==> src/hdl/assert_macros.svh <==
// ----------------------------------------------------------------------------
// Assertion macros
// Shared concurrent assertion forms, clocked on clk and held off during reset.
// ----------------------------------------------------------------------------
`ifndef ASSERT_MACROS_SVH
`define ASSERT_MACROS_SVH

// Implication that must hold at every rising edge outside reset.
`define PRQ_ASSERT_IMPL(label, ante, cons, msg) \
  label: assert property (@(posedge clk) disable iff (!rst_n) (ante) |-> (cons)) \
    else $error(msg);

// Implication whose consequence must hold in the cycle after the antecedent.
`define PRQ_ASSERT_NEXT(label, ante, cons, msg) \
  label: assert property (@(posedge clk) disable iff (!rst_n) (ante) |=> (cons)) \
    else $error(msg);

`endif

==> src/hdl/prq_pkg.sv <==
// ----------------------------------------------------------------------------
// prq_pkg
// Types, widths and register codes shared by the preflight readiness qualifier.
// ----------------------------------------------------------------------------
package prq_pkg;

  // Width of the tick arithmetic and of the saturating counters.
  localparam int TIME_BITS  = 32;
  localparam int COUNT_BITS = 16;

  // Fixed field widths of the ports and registers.
  localparam int NOW_W       = 32;
  localparam int CFG_TIME_W  = 32;
  localparam int CFG_COUNT_W = 16;
  localparam int OUT_COUNT_W = 16;
  localparam int REQ_W       = 3;
  localparam int HEALTH_W    = 3;
  localparam int UNMET_W     = 7;
  localparam int FLAGS_W     = 5;
  localparam int DATA_W      = 32;
  localparam int ADDR_W      = 5;
  localparam int INDEX_W     = 3;

  // Comparison widths wide enough for either operand.
  localparam int TIME_CMP_W = (TIME_BITS > CFG_TIME_W) ? TIME_BITS : CFG_TIME_W;
  localparam int CNT_CMP_W  = (COUNT_BITS > CFG_COUNT_W) ? COUNT_BITS : CFG_COUNT_W;

  // Item kinds.
  localparam logic FUNC_SAMPLE = 1'b0;
  localparam logic FUNC_POLL   = 1'b1;

  // Register indexes (byte address is four times the index).
  localparam logic [INDEX_W-1:0] REG_REQUIRE_MASK   = 3'd0;
  localparam logic [INDEX_W-1:0] REG_HB_TIMEOUT     = 3'd1;
  localparam logic [INDEX_W-1:0] REG_MIN_HB_COUNT   = 3'd2;
  localparam logic [INDEX_W-1:0] REG_HB_STABLE      = 3'd3;
  localparam logic [INDEX_W-1:0] REG_HEALTH_STABLE  = 3'd4;
  localparam logic [INDEX_W-1:0] REG_MIN_CAM_FRAMES = 3'd5;

  // Register reset values.
  localparam logic [REQ_W-1:0]       RST_REQUIRE_MASK   = 3'd7;
  localparam logic [CFG_TIME_W-1:0]  RST_HB_TIMEOUT     = 32'd2000;
  localparam logic [CFG_COUNT_W-1:0] RST_MIN_HB_COUNT   = 16'd3;
  localparam logic [CFG_TIME_W-1:0]  RST_HB_STABLE      = 32'd3000;
  localparam logic [CFG_TIME_W-1:0]  RST_HEALTH_STABLE  = 32'd3000;
  localparam logic [CFG_COUNT_W-1:0] RST_MIN_CAM_FRAMES = 16'd10;

  // Bit positions in the require mask.
  localparam int REQ_PREARM = 0;
  localparam int REQ_RC     = 1;
  localparam int REQ_VISION = 2;

  // Bit positions in the latched flags.
  localparam int LF_HEALTH = 0;
  localparam int LF_PREARM = 1;
  localparam int LF_RC     = 2;
  localparam int LF_TELEM  = 3;
  localparam int LF_VISION = 4;

  // Bit positions in the unmet mask.
  localparam int UM_HEARTBEAT = 0;
  localparam int UM_HEALTH    = 1;
  localparam int UM_PREARM    = 2;
  localparam int UM_RC        = 3;
  localparam int UM_TELEM     = 4;
  localparam int UM_VISION    = 5;
  localparam int UM_FRAMES    = 6;

  // One request on the input channel.
  typedef struct packed {
    logic                func;
    logic [NOW_W-1:0]    now_tick;
    logic                hb_event;
    logic                heartbeat_valid;
    logic                heartbeat_fresh_in;
    logic [HEALTH_W-1:0] health_flags;
    logic                prearm_good;
    logic                rc_good;
    logic                telem_fresh;
    logic                vision_ready;
    logic                cam_frame;
  } item_t;

  // Configuration as seen by the evaluation logic.
  typedef struct packed {
    logic [REQ_W-1:0]       require_mask;
    logic [CFG_TIME_W-1:0]  heartbeat_timeout_ticks;
    logic [CFG_COUNT_W-1:0] min_heartbeat_count;
    logic [CFG_TIME_W-1:0]  heartbeat_stable_ticks;
    logic [CFG_TIME_W-1:0]  health_stable_ticks;
    logic [CFG_COUNT_W-1:0] min_camera_frames;
  } cfg_t;

  // One result request.
  typedef struct packed {
    logic                   ready_res;
    logic [UNMET_W-1:0]     unmet_mask;
    logic [OUT_COUNT_W-1:0] heartbeat_run;
    logic [OUT_COUNT_W-1:0] camera_frames_seen;
  } res_t;

endpackage

==> src/hdl/preflight_readiness_qualifier.sv <==
// ----------------------------------------------------------------------------
// preflight_readiness_qualifier
// Qualifies vehicle readiness from status samples and time polls.
// ----------------------------------------------------------------------------
// Usage:
// The input channel (in_valid / in_ready) takes one request per cycle while not
// stalled: a status sample (in_func = 0) or a poll (in_func = 1), each with a
// tick timestamp. Every request yields exactly one result request on the output
// channel (out_valid / out_ready): a ready flag, the unmet-condition mask, the
// current heartbeat run length and the camera frame count.
// A request accepted into the input register is evaluated in a single pass and,
// once the result slot is free, stored into the result register, from which its
// result is offered.
// Throughput is one request per cycle while the receiver does not stall, with the
// tracking state updated in a single pass per request.
// When the receiver stalls, the result register holds its request and the
// input register keeps one more; in_ready drops only when both are full.
// Reset (rst_n low, synchronous) empties both registers, clears all tracking
// state and loads the register defaults. The user must write registers via the
// APB-style cfg_ port only while no request is in flight; this is not enforced.
// ----------------------------------------------------------------------------
`include "assert_macros.svh"

module preflight_readiness_qualifier (
  input  logic                               clk,
  input  logic                               rst_n,
  // Input channel.
  input  logic                               in_valid,
  output logic                               in_ready,
  input  logic                               in_func,
  input  logic [prq_pkg::NOW_W-1:0]          in_now_tick,
  input  logic                               in_heartbeat_event,
  input  logic                               in_heartbeat_valid,
  input  logic                               in_heartbeat_fresh_in,
  input  logic [prq_pkg::HEALTH_W-1:0]       in_health_flags,
  input  logic                               in_prearm_healthy,
  input  logic                               in_rc_policy_ok,
  input  logic                               in_telemetry_fresh,
  input  logic                               in_vision_ready,
  input  logic                               in_camera_frame,
  // Result channel.
  output logic                               out_valid,
  input  logic                               out_ready,
  output logic                               out_ready_res,
  output logic [prq_pkg::UNMET_W-1:0]        out_unmet_mask,
  output logic [prq_pkg::OUT_COUNT_W-1:0]    out_heartbeat_run,
  output logic [prq_pkg::OUT_COUNT_W-1:0]    out_camera_frames_seen,
  // Configuration port.
  input  logic                               cfg_psel,
  input  logic                               cfg_penable,
  input  logic                               cfg_pwrite,
  input  logic [prq_pkg::ADDR_W-1:0]         cfg_paddr,
  input  logic [prq_pkg::DATA_W-1:0]         cfg_pwdata,
  output logic [prq_pkg::DATA_W-1:0]         cfg_prdata,
  output logic                               cfg_pready
);

  prq_pkg::cfg_t  cfg;
  prq_pkg::item_t in_item;
  prq_pkg::item_t item_r;
  prq_pkg::res_t  res;
  prq_pkg::res_t  res_r;
  logic           item_valid_r, item_valid_nxt;
  logic           out_valid_r, out_valid_nxt;
  logic           out_free;
  logic           advance;
  logic           in_take;

  // Configuration registers.
  prq_cfg u_cfg (
    .clk     (clk),
    .rst_n   (rst_n),
    .psel    (cfg_psel),
    .penable (cfg_penable),
    .pwrite  (cfg_pwrite),
    .paddr   (cfg_paddr),
    .pwdata  (cfg_pwdata),
    .prdata  (cfg_prdata),
    .pready  (cfg_pready),
    .cfg     (cfg)
  );

  // Gather the input ports into one request.
  always_comb begin
    in_item.func               = in_func;
    in_item.now_tick           = in_now_tick;
    in_item.hb_event           = in_heartbeat_event;
    in_item.heartbeat_valid    = in_heartbeat_valid;
    in_item.heartbeat_fresh_in = in_heartbeat_fresh_in;
    in_item.health_flags       = in_health_flags;
    in_item.prearm_good        = in_prearm_healthy;
    in_item.rc_good            = in_rc_policy_ok;
    in_item.telem_fresh        = in_telemetry_fresh;
    in_item.vision_ready       = in_vision_ready;
    in_item.cam_frame          = in_camera_frame;
  end

  // Pipeline flow: the input register advances whenever the result slot frees.
  assign out_free       = !out_valid_r || out_ready;
  assign advance        = item_valid_r && out_free;
  assign in_ready       = !item_valid_r || advance;
  assign in_take        = in_valid && in_ready;
  assign item_valid_nxt = in_take || (item_valid_r && !advance);
  assign out_valid_nxt  = advance || (out_valid_r && !out_ready);

  // Evaluation of the registered request.
  prq_core u_core (
    .clk     (clk),
    .rst_n   (rst_n),
    .advance (advance),
    .item    (item_r),
    .cfg     (cfg),
    .res     (res)
  );

  // Valid flags.
  always_ff @(posedge clk) begin
    if (!rst_n) begin
      item_valid_r <= 1'b0;
      out_valid_r  <= 1'b0;
    end else begin
      item_valid_r <= item_valid_nxt;
      out_valid_r  <= out_valid_nxt;
    end
  end

  // Payload registers.
  always_ff @(posedge clk) begin
    if (in_take) begin
      item_r <= in_item;
    end
    if (advance) begin
      res_r <= res;
    end
  end

  assign out_valid              = out_valid_r;
  assign out_ready_res          = res_r.ready_res;
  assign out_unmet_mask         = res_r.unmet_mask;
  assign out_heartbeat_run      = res_r.heartbeat_run;
  assign out_camera_frames_seen = res_r.camera_frames_seen;

  // Checks on the pipeline and the result encoding.
  `PRQ_ASSERT_IMPL(a_ready_matches_mask, out_valid_r, out_ready_res == (out_unmet_mask == '0), "ready flag disagrees with unmet mask")
  `PRQ_ASSERT_IMPL(a_full_blocks_input, item_valid_r && out_valid_r && !out_ready, !in_ready, "input taken while both stages are full")
  `PRQ_ASSERT_NEXT(a_advance_fills_out, advance, out_valid_r, "advanced request did not reach the result register")
  `PRQ_ASSERT_IMPL(a_short_run_unmet, out_valid_r && (prq_pkg::CNT_CMP_W'(out_heartbeat_run) < prq_pkg::CNT_CMP_W'(cfg.min_heartbeat_count)), out_unmet_mask[prq_pkg::UM_HEARTBEAT], "short heartbeat run reported as met")

endmodule

==> src/hdl/prq_cfg.sv <==
// ----------------------------------------------------------------------------
// prq_cfg
// Configuration register file behind an APB-style slave port.
// ----------------------------------------------------------------------------
module prq_cfg (
  input  logic                         clk,
  input  logic                         rst_n,
  input  logic                         psel,
  input  logic                         penable,
  input  logic                         pwrite,
  input  logic [prq_pkg::ADDR_W-1:0]   paddr,
  input  logic [prq_pkg::DATA_W-1:0]   pwdata,
  output logic [prq_pkg::DATA_W-1:0]   prdata,
  output logic                         pready,
  output prq_pkg::cfg_t                cfg
);

  logic [prq_pkg::INDEX_W-1:0] idx;
  logic                        wr_en;
  prq_pkg::cfg_t               cfg_r;
  prq_pkg::cfg_t               cfg_nxt;

  // The port never inserts wait states.
  assign pready = 1'b1;
  assign idx    = paddr[prq_pkg::ADDR_W-1:2];
  assign wr_en  = psel && penable && pwrite;

  // Write decode; addresses past the register list are ignored.
  always_comb begin
    cfg_nxt = cfg_r;
    if (wr_en) begin
      case (idx)
        prq_pkg::REG_REQUIRE_MASK:
          cfg_nxt.require_mask = pwdata[prq_pkg::REQ_W-1:0];
        prq_pkg::REG_HB_TIMEOUT:
          cfg_nxt.heartbeat_timeout_ticks = pwdata[prq_pkg::CFG_TIME_W-1:0];
        prq_pkg::REG_MIN_HB_COUNT:
          cfg_nxt.min_heartbeat_count = pwdata[prq_pkg::CFG_COUNT_W-1:0];
        prq_pkg::REG_HB_STABLE:
          cfg_nxt.heartbeat_stable_ticks = pwdata[prq_pkg::CFG_TIME_W-1:0];
        prq_pkg::REG_HEALTH_STABLE:
          cfg_nxt.health_stable_ticks = pwdata[prq_pkg::CFG_TIME_W-1:0];
        prq_pkg::REG_MIN_CAM_FRAMES:
          cfg_nxt.min_camera_frames = pwdata[prq_pkg::CFG_COUNT_W-1:0];
        default: begin
        end
      endcase
    end
  end

  always_ff @(posedge clk) begin
    if (!rst_n) begin
      cfg_r.require_mask            <= prq_pkg::RST_REQUIRE_MASK;
      cfg_r.heartbeat_timeout_ticks <= prq_pkg::RST_HB_TIMEOUT;
      cfg_r.min_heartbeat_count     <= prq_pkg::RST_MIN_HB_COUNT;
      cfg_r.heartbeat_stable_ticks  <= prq_pkg::RST_HB_STABLE;
      cfg_r.health_stable_ticks     <= prq_pkg::RST_HEALTH_STABLE;
      cfg_r.min_camera_frames       <= prq_pkg::RST_MIN_CAM_FRAMES;
    end else begin
      cfg_r <= cfg_nxt;
    end
  end

  // Read back, zero-extended to the bus width.
  always_comb begin
    case (idx)
      prq_pkg::REG_REQUIRE_MASK:
        prdata = prq_pkg::DATA_W'(cfg_r.require_mask);
      prq_pkg::REG_HB_TIMEOUT:
        prdata = prq_pkg::DATA_W'(cfg_r.heartbeat_timeout_ticks);
      prq_pkg::REG_MIN_HB_COUNT:
        prdata = prq_pkg::DATA_W'(cfg_r.min_heartbeat_count);
      prq_pkg::REG_HB_STABLE:
        prdata = prq_pkg::DATA_W'(cfg_r.heartbeat_stable_ticks);
      prq_pkg::REG_HEALTH_STABLE:
        prdata = prq_pkg::DATA_W'(cfg_r.health_stable_ticks);
      prq_pkg::REG_MIN_CAM_FRAMES:
        prdata = prq_pkg::DATA_W'(cfg_r.min_camera_frames);
      default:
        prdata = '0;
    endcase
  end

  assign cfg = cfg_r;

endmodule

==> src/hdl/prq_core.sv <==
// ----------------------------------------------------------------------------
// prq_core
// Tracking state and single-pass readiness evaluation for one request.
// ----------------------------------------------------------------------------
module prq_core (
  input  logic           clk,
  input  logic           rst_n,
  input  logic           advance,
  input  prq_pkg::item_t item,
  input  prq_pkg::cfg_t  cfg,
  output prq_pkg::res_t  res
);

  localparam logic [prq_pkg::COUNT_BITS-1:0] CNT_MAX = '1;

  logic [prq_pkg::TIME_BITS-1:0]  now;
  logic [prq_pkg::TIME_BITS-1:0]  since_last;
  logic [prq_pkg::TIME_BITS-1:0]  run_age;
  logic [prq_pkg::TIME_BITS-1:0]  health_age;
  logic                           timed_out;
  logic                           run_count_met;
  logic                           time_ok;
  logic                           health_held;
  logic [prq_pkg::UNMET_W-1:0]    unmet;

  logic [prq_pkg::COUNT_BITS-1:0] hb_run_count_r, hb_run_count_nxt;
  logic [prq_pkg::TIME_BITS-1:0]  hb_run_start_r, hb_run_start_nxt;
  logic                           hb_run_start_valid_r, hb_run_start_valid_nxt;
  logic [prq_pkg::TIME_BITS-1:0]  hb_last_time_r, hb_last_time_nxt;
  logic                           hb_last_time_valid_r, hb_last_time_valid_nxt;
  logic                           hb_last_ok_r, hb_last_ok_nxt;
  logic                           hb_fresh_r, hb_fresh_nxt;
  logic [prq_pkg::TIME_BITS-1:0]  health_start_r, health_start_nxt;
  logic                           health_start_valid_r, health_start_valid_nxt;
  logic [prq_pkg::FLAGS_W-1:0]    latched_flags_r, latched_flags_nxt;
  logic [prq_pkg::COUNT_BITS-1:0] frame_count_r, frame_count_nxt;

  assign now        = prq_pkg::TIME_BITS'(item.now_tick);
  assign since_last = now - hb_last_time_r;
  assign timed_out  = hb_last_time_valid_r &&
                      (prq_pkg::TIME_CMP_W'(since_last) >
                       prq_pkg::TIME_CMP_W'(cfg.heartbeat_timeout_ticks));

  // State update for a sample or a poll.
  always_comb begin
    hb_run_count_nxt       = hb_run_count_r;
    hb_run_start_nxt       = hb_run_start_r;
    hb_run_start_valid_nxt = hb_run_start_valid_r;
    hb_last_time_nxt       = hb_last_time_r;
    hb_last_time_valid_nxt = hb_last_time_valid_r;
    hb_last_ok_nxt         = hb_last_ok_r;
    hb_fresh_nxt           = hb_fresh_r;
    health_start_nxt       = health_start_r;
    health_start_valid_nxt = health_start_valid_r;
    latched_flags_nxt      = latched_flags_r;
    frame_count_nxt        = frame_count_r;
    if (item.func == prq_pkg::FUNC_POLL) begin
      // A poll drops the run while the last heartbeat is too old.
      if (timed_out) begin
        hb_run_count_nxt       = '0;
        hb_run_start_valid_nxt = 1'b0;
        hb_last_ok_nxt         = 1'b0;
        hb_fresh_nxt           = 1'b0;
      end
    end else begin
      // Heartbeat run bookkeeping.
      if (item.hb_event) begin
        if (item.heartbeat_valid) begin
          if (!hb_last_ok_r || !hb_run_start_valid_r) begin
            hb_run_start_nxt       = now;
            hb_run_start_valid_nxt = 1'b1;
            hb_run_count_nxt       = prq_pkg::COUNT_BITS'(1);
          end else if (hb_run_count_r != CNT_MAX) begin
            hb_run_count_nxt = hb_run_count_r + 1'b1;
          end
          hb_last_time_nxt       = now;
          hb_last_time_valid_nxt = 1'b1;
          hb_last_ok_nxt         = 1'b1;
          hb_fresh_nxt           = 1'b1;
        end else begin
          hb_run_count_nxt       = '0;
          hb_run_start_valid_nxt = 1'b0;
          hb_last_ok_nxt         = 1'b0;
          hb_fresh_nxt           = 1'b0;
        end
      end else begin
        hb_fresh_nxt = item.heartbeat_fresh_in;
      end
      // Latch the status inputs; prearm is waived when not required.
      latched_flags_nxt[prq_pkg::LF_HEALTH] = &item.health_flags;
      latched_flags_nxt[prq_pkg::LF_PREARM] = !cfg.require_mask[prq_pkg::REQ_PREARM] ||
                                              item.prearm_good;
      latched_flags_nxt[prq_pkg::LF_RC]     = item.rc_good;
      latched_flags_nxt[prq_pkg::LF_TELEM]  = item.telem_fresh;
      latched_flags_nxt[prq_pkg::LF_VISION] = item.vision_ready;
      if (item.cam_frame && (frame_count_r != CNT_MAX)) begin
        frame_count_nxt = frame_count_r + 1'b1;
      end
      // Health hold timer starts on the first healthy sample.
      if (&item.health_flags) begin
        if (!health_start_valid_r) begin
          health_start_nxt       = now;
          health_start_valid_nxt = 1'b1;
        end
      end else begin
        health_start_valid_nxt = 1'b0;
      end
    end
  end

  // Readiness judged on the updated state.
  assign run_age       = now - hb_run_start_nxt;
  assign health_age    = now - health_start_nxt;
  assign run_count_met = prq_pkg::CNT_CMP_W'(hb_run_count_nxt) >=
                         prq_pkg::CNT_CMP_W'(cfg.min_heartbeat_count);
  assign time_ok       = hb_run_start_valid_nxt &&
                         (prq_pkg::TIME_CMP_W'(run_age) >=
                          prq_pkg::TIME_CMP_W'(cfg.heartbeat_stable_ticks));
  assign health_held   = health_start_valid_nxt &&
                         (prq_pkg::TIME_CMP_W'(health_age) >=
                          prq_pkg::TIME_CMP_W'(cfg.health_stable_ticks));

  always_comb begin
    unmet = '0;
    unmet[prq_pkg::UM_HEARTBEAT] = !hb_fresh_nxt || !run_count_met || !time_ok;
    unmet[prq_pkg::UM_HEALTH]    = !latched_flags_nxt[prq_pkg::LF_HEALTH] ||
                                   !health_held;
    unmet[prq_pkg::UM_PREARM]    = !latched_flags_nxt[prq_pkg::LF_PREARM];
    unmet[prq_pkg::UM_RC]        = cfg.require_mask[prq_pkg::REQ_RC] &&
                                   !latched_flags_nxt[prq_pkg::LF_RC];
    unmet[prq_pkg::UM_TELEM]     = !latched_flags_nxt[prq_pkg::LF_TELEM];
    unmet[prq_pkg::UM_VISION]    = cfg.require_mask[prq_pkg::REQ_VISION] &&
                                   !latched_flags_nxt[prq_pkg::LF_VISION];
    unmet[prq_pkg::UM_FRAMES]    = cfg.require_mask[prq_pkg::REQ_VISION] &&
                                   (prq_pkg::CNT_CMP_W'(frame_count_nxt) <
                                    prq_pkg::CNT_CMP_W'(cfg.min_camera_frames));
  end

  assign res.ready_res          = (unmet == '0);
  assign res.unmet_mask         = unmet;
  assign res.heartbeat_run      = prq_pkg::OUT_COUNT_W'(hb_run_count_nxt);
  assign res.camera_frames_seen = prq_pkg::OUT_COUNT_W'(frame_count_nxt);

  // State commits only when the request moves to the result register.
  always_ff @(posedge clk) begin
    if (!rst_n) begin
      hb_run_count_r       <= '0;
      hb_run_start_r       <= '0;
      hb_run_start_valid_r <= 1'b0;
      hb_last_time_r       <= '0;
      hb_last_time_valid_r <= 1'b0;
      hb_last_ok_r         <= 1'b0;
      hb_fresh_r           <= 1'b0;
      health_start_r       <= '0;
      health_start_valid_r <= 1'b0;
      latched_flags_r      <= '0;
      frame_count_r        <= '0;
    end else if (advance) begin
      hb_run_count_r       <= hb_run_count_nxt;
      hb_run_start_r       <= hb_run_start_nxt;
      hb_run_start_valid_r <= hb_run_start_valid_nxt;
      hb_last_time_r       <= hb_last_time_nxt;
      hb_last_time_valid_r <= hb_last_time_valid_nxt;
      hb_last_ok_r         <= hb_last_ok_nxt;
      hb_fresh_r           <= hb_fresh_nxt;
      health_start_r       <= health_start_nxt;
      health_start_valid_r <= health_start_valid_nxt;
      latched_flags_r      <= latched_flags_nxt;
      frame_count_r        <= frame_count_nxt;
    end
  end

endmodule
==> config.mk <==
export PLATFORM = sky130hd
export DESIGN_NAME = preflight_readiness_qualifier
export DESIGN_NICKNAME = d
export VERILOG_FILES = /design/src/hdl/prq_pkg.sv /design/src/hdl/preflight_readiness_qualifier.sv /design/src/hdl/prq_cfg.sv /design/src/hdl/prq_core.sv
export VERILOG_INCLUDE_DIRS = /design/src /design/src/hdl
export SDC_FILE = /design/constraint.sdc
export NUM_CORES = 1
export LEC_CHECK = 0
export ABC_AREA = 1
export BUFFER_PORTS_ARGS = -buffer_cell sky130_fd_sc_hd__buf_4
export CORE_MARGIN = 2
export CORE_UTILIZATION = 35
export DETAILED_ROUTE_END_ITERATION = 16
export GPL_TIMING_DRIVEN = 0
export SYNTH_ARGS = -nofsm -noshare
export SYNTH_HDL_FRONTEND = slang
export SYNTH_HIERARCHICAL = 1
export SYNTH_SLANG_ARGS = --single-unit
export TNS_END_PERCENT = 100
==> constraint.sdc <==
create_clock -name clk -period 15.4 [get_ports clk]
set_input_delay 4.62 -clock clk [delete_from_list [all_inputs] [get_ports clk]]
set_output_delay 4.62 -clock clk [all_outputs]
set_load 0.01 [all_outputs]
==> flow_summary.json <==
{
  "async_reset_ff_frac": 0,
  "wl_per_cell_um": 18.5,
  "arrival_ps": 6140,
  "ys_ff_latch": 355,
  "clkPwrFrac": 0.389,
  "cts_tree": "built",
  "r2r_start": "item_r[26]",
  "criticalPathCategory": "primary input to primary output",
  "clockBufferDepth": 3,
  "drt-initial-drc-count": 2088,
  "endpoint_kind": "primary output",
  "via_per_inst": 5.09,
  "post-dp-hpwl_mm": 65.9,
  "power.internal_uw": 1860,
  "routabilityCongestion": 0.972,
  "post_cts_resized": 0,
  "start_util": 0.353,
  "core_sq_um": 67200,
  "die_x_um": 264,
  "cts_setup_buffers": 0,
  "clock_tree.root_cell": "clkbuf_16",
  "cts_made_buffers": 45,
  "grt_pass1_vias": 20400,
  "rr_worst_depth": 30,
  "synth_edf_count": 84,
  "cellLeakagePower_uw": 0.0126,
  "synth.distinct_cells": 55,
  "antenna_left": 0,
  "grt_max_degree": 35,
  "use_met3": 0.0256,
  "skew_ps": 26.7,
  "min_path_type": "flop to flop",
  "synth_area_sq_um": 23700,
  "critPathRequiredTime_ps": 10780,
  "cts_hold_buf": 0,
  "routed_wirelength_mm": 82.0,
  "regToRegSetupSlack_ps": 8510,
  "p_per_area_nw_per_um2": 100,
  "cts.clk_slew.worst_paths_ps": 50,
  "drc_errors": 0,
  "busiest_layer": "met2",
  "start_kind": "primary input",
  "power_switching_uw": 903,
  "vias": 22500,
  "worst_path_largest_cell_delay_ps": 290,
  "min_period_over_period": 0.699,
  "r2r-end": "out_ready_res",
  "hold_viol": 0,
  "area_growth_pct": 16.1,
  "final_cell_mix": "656 x nand2_1, 474 x inv_1, 397 x nor2_1, 291 x a21oi_1, 271 x dfxtp_1",
  "maxSlewViolCount": 0,
  "final_common_cell": "nand2_1",
  "netlist_instances": 3317,
  "pwr-share-seq": 0.372,
  "power_uw": 2770,
  "crit_slowest_cell": "buf_2",
  "firstDrtPassIters": 6,
  "clock_sinks": 355,
  "cp_max_fo": 10,
  "grt_antenna_before_repair": 0,
  "pwr-share-comb": 0.239,
  "grt_usage": 0.228,
  "fin_nets": 3836,
  "max_slew_margin": 0.327,
  "cap_violations": 0,
  "met2_usage": 0.380,
  "path_buf_inv": 4,
  "diodes": 0,
  "setup_viol": 0,
  "swShare": 0.327,
  "yosysSeqAreaShare": 0.335,
  "synth_area_per_cell_sq_um": 7.16,
  "pin_count": 163,
  "grt_pass1_wl_mm": 122,
  "placementRows": 95,
  "grt_setup_unrepaired": "false",
  "crit_family": "buffers and inverters",
  "dieArea_sq_um": 69900,
  "die_h_um": 264,
  "min_period_ps": 10760,
  "synthFlopType": "dfxtp_1",
  "synth_nets": 3630,
  "worstHoldStart": "u_core/hb_last_time_r[25]",
  "ctsHtreeMaxLevel": 2,
  "tns_ps": 0,
  "fmax_ghz": 0.0929,
  "outcome": "finished, final reports clean",
  "numPortBuffers": 157,
  "ir_drop_mv": 0.0869,
  "grtUsageMet1": 0.310,
  "yosys_warnings": 6,
  "drive_above_1_share": 0.0986,
  "grt_overflow": 0,
  "whs_path_depth": 2,
  "clkLatencyLatePin_ps": 600,
  "holdWs_ps": 459,
  "hold_end": "u_core/hb_last_time_r[25]",
  "worst_slew_pin_slew_ps": 1010,
  "path_cells": "buf_4, buf_6, nand3_4, buf_2, nor2_1, nor2_1, nand3_1, buf_4"
}
## cell usage after synthesis (4+ instances only)
cell type | n | area [sq um]
a21oi_2 | 9 | 78.8
buf_2 | 40 | 200
o21ai_1 | 7 | 35.0
a31oi_1 | 9 | 56.3
inv_2 | 7 | 26.3
nor3_1 | 26 | 130
xor2_1 | 69 | 604
o21bai_1 | 5 | 37.5
a21oi_1 | 292 | 1460
nand3_2 | 4 | 40.0
o21ai_0 | 195 | 976
o21ai_2 | 7 | 61.3
nand3_1 | 197 | 986
a21o_1 | 6 | 45.0
buf_1 | 4 | 15.0
o21a_1 | 8 | 60.1
nor2_1 | 397 | 1490
nor4_1 | 11 | 68.8
nand2_1 | 656 | 2460
mux2i_1 | 34 | 340
nor2_4 | 9 | 101
xnor2_1 | 35 | 307
nand4_1 | 42 | 263
buf_6 | 9 | 101
inv_1 | 475 | 1780
buf_4 | 12 | 90.1
edfxtp_1 | 84 | 2520
o211ai_1 | 67 | 503
clkbuf_1 | 57 | 214
nand2_2 | 5 | 31.3
ha_1 | 222 | 2780
nand3_4 | 4 | 70.1
dfxtp_1 | 271 | 5430
a211oi_1 | 6 | 45.0
## per-layer routing
layer | vias up | part of all wire
met5 | - | 0
li1 | 11300 | -
met3 | 104 | 0.063
met4 | 0 | 0.025
met1 | 10400 | 0.45
met2 | 748 | 0.46
## worst max path at each step
stage,start,to,slack [ps],depth (start not counted)
floorplan,cfg_paddr[4],cfg_prdata[11],5280,8
global placement,cfg_paddr[3],cfg_prdata[14],4690,8
detailed placement,cfg_paddr[3],cfg_prdata[3],4690,9
CTS,cfg_paddr[3],cfg_prdata[3],4690,9
global route,cfg_paddr[3],cfg_prdata[21],4540,9
finish,cfg_paddr[3],cfg_prdata[12],4640,8
## through the flow
stage	worst slack [ps]	instance area, sq um	instances	util
after floorplan	5280	23700	3317	-
after global placement	4690	26000	4347	0.387
after detailed placement	4690	26100	4349	0.388
after CTS	4690	27600	4432	0.410
after global routing	4540	27600	4432	0.410
final	4640	27600	4432	0.410
## cell families after synthesis
| family | after synthesis | share of synthesized area |
|---|---|---|
| AND/OR/NAND/NOR | 1361 | 0.241 |
| AO/OA/AOI/OAI | 628 | 0.148 |
| buffers and inverters | 609 | 0.104 |
| flip-flops | 355 | 0.335 |
| adder cells (fa/ha/maj) | 225 | 0.120 |
| XOR/XNOR | 104 | 0.0384 |
| multiplexers | 34 | 0.0143 |
| other | 1 | 0.000158 |
## flip-flops by register name (all words and copies together), names as in the netlist, 5 cells and up
signal                  cells
item_r                     44
out_camera_frames_seen     16
out_heartbeat_run          16
out_unmet_mask              7
u_cfg/cfg                 131
u_core/frame_count_r       16
u_core/hb_last_time_r      32
u_core/hb_run_count_r      16
u_core/hb_run_start_r      32
u_core/health_start_r      32
u_core/latched_flags_r      5
## worst register-to-register path: cells and delay by family (launching register included)
kind | cells | cell delay [ps]
xor+xnor | 1 | 220
fa+ha+maj | 3 | 1020
flops | 1 | 510
compound gates | 6 | 1400
simple gates | 18 | 3170
buf+inv | 2 | 330
## layout make-up
type | instances | area [sq um]
flip-flops and latches | 355 | 7950
well taps | 873 | 1090
multi-input cells | 2353 | 13300
clock buffers | 69 | 1340
inverters | 485 | 1830
plain buffers | 124 | 648
clock inverters | 14 | 163
fillers | 7036 | 39600
repair buffers | 159 | 1220
## power by group through the flow
stage	sequential (uW)	clock, uW	combinational [uW]
final	1030	1080	662
after global routing	1030	1140	739
after CTS	1030	1100	656
after detailed placement	1050	0	652
after global placement	1050	0	643
after floorplan	1040	0	451
Note: power is estimated with default switching activity, not from simulation.
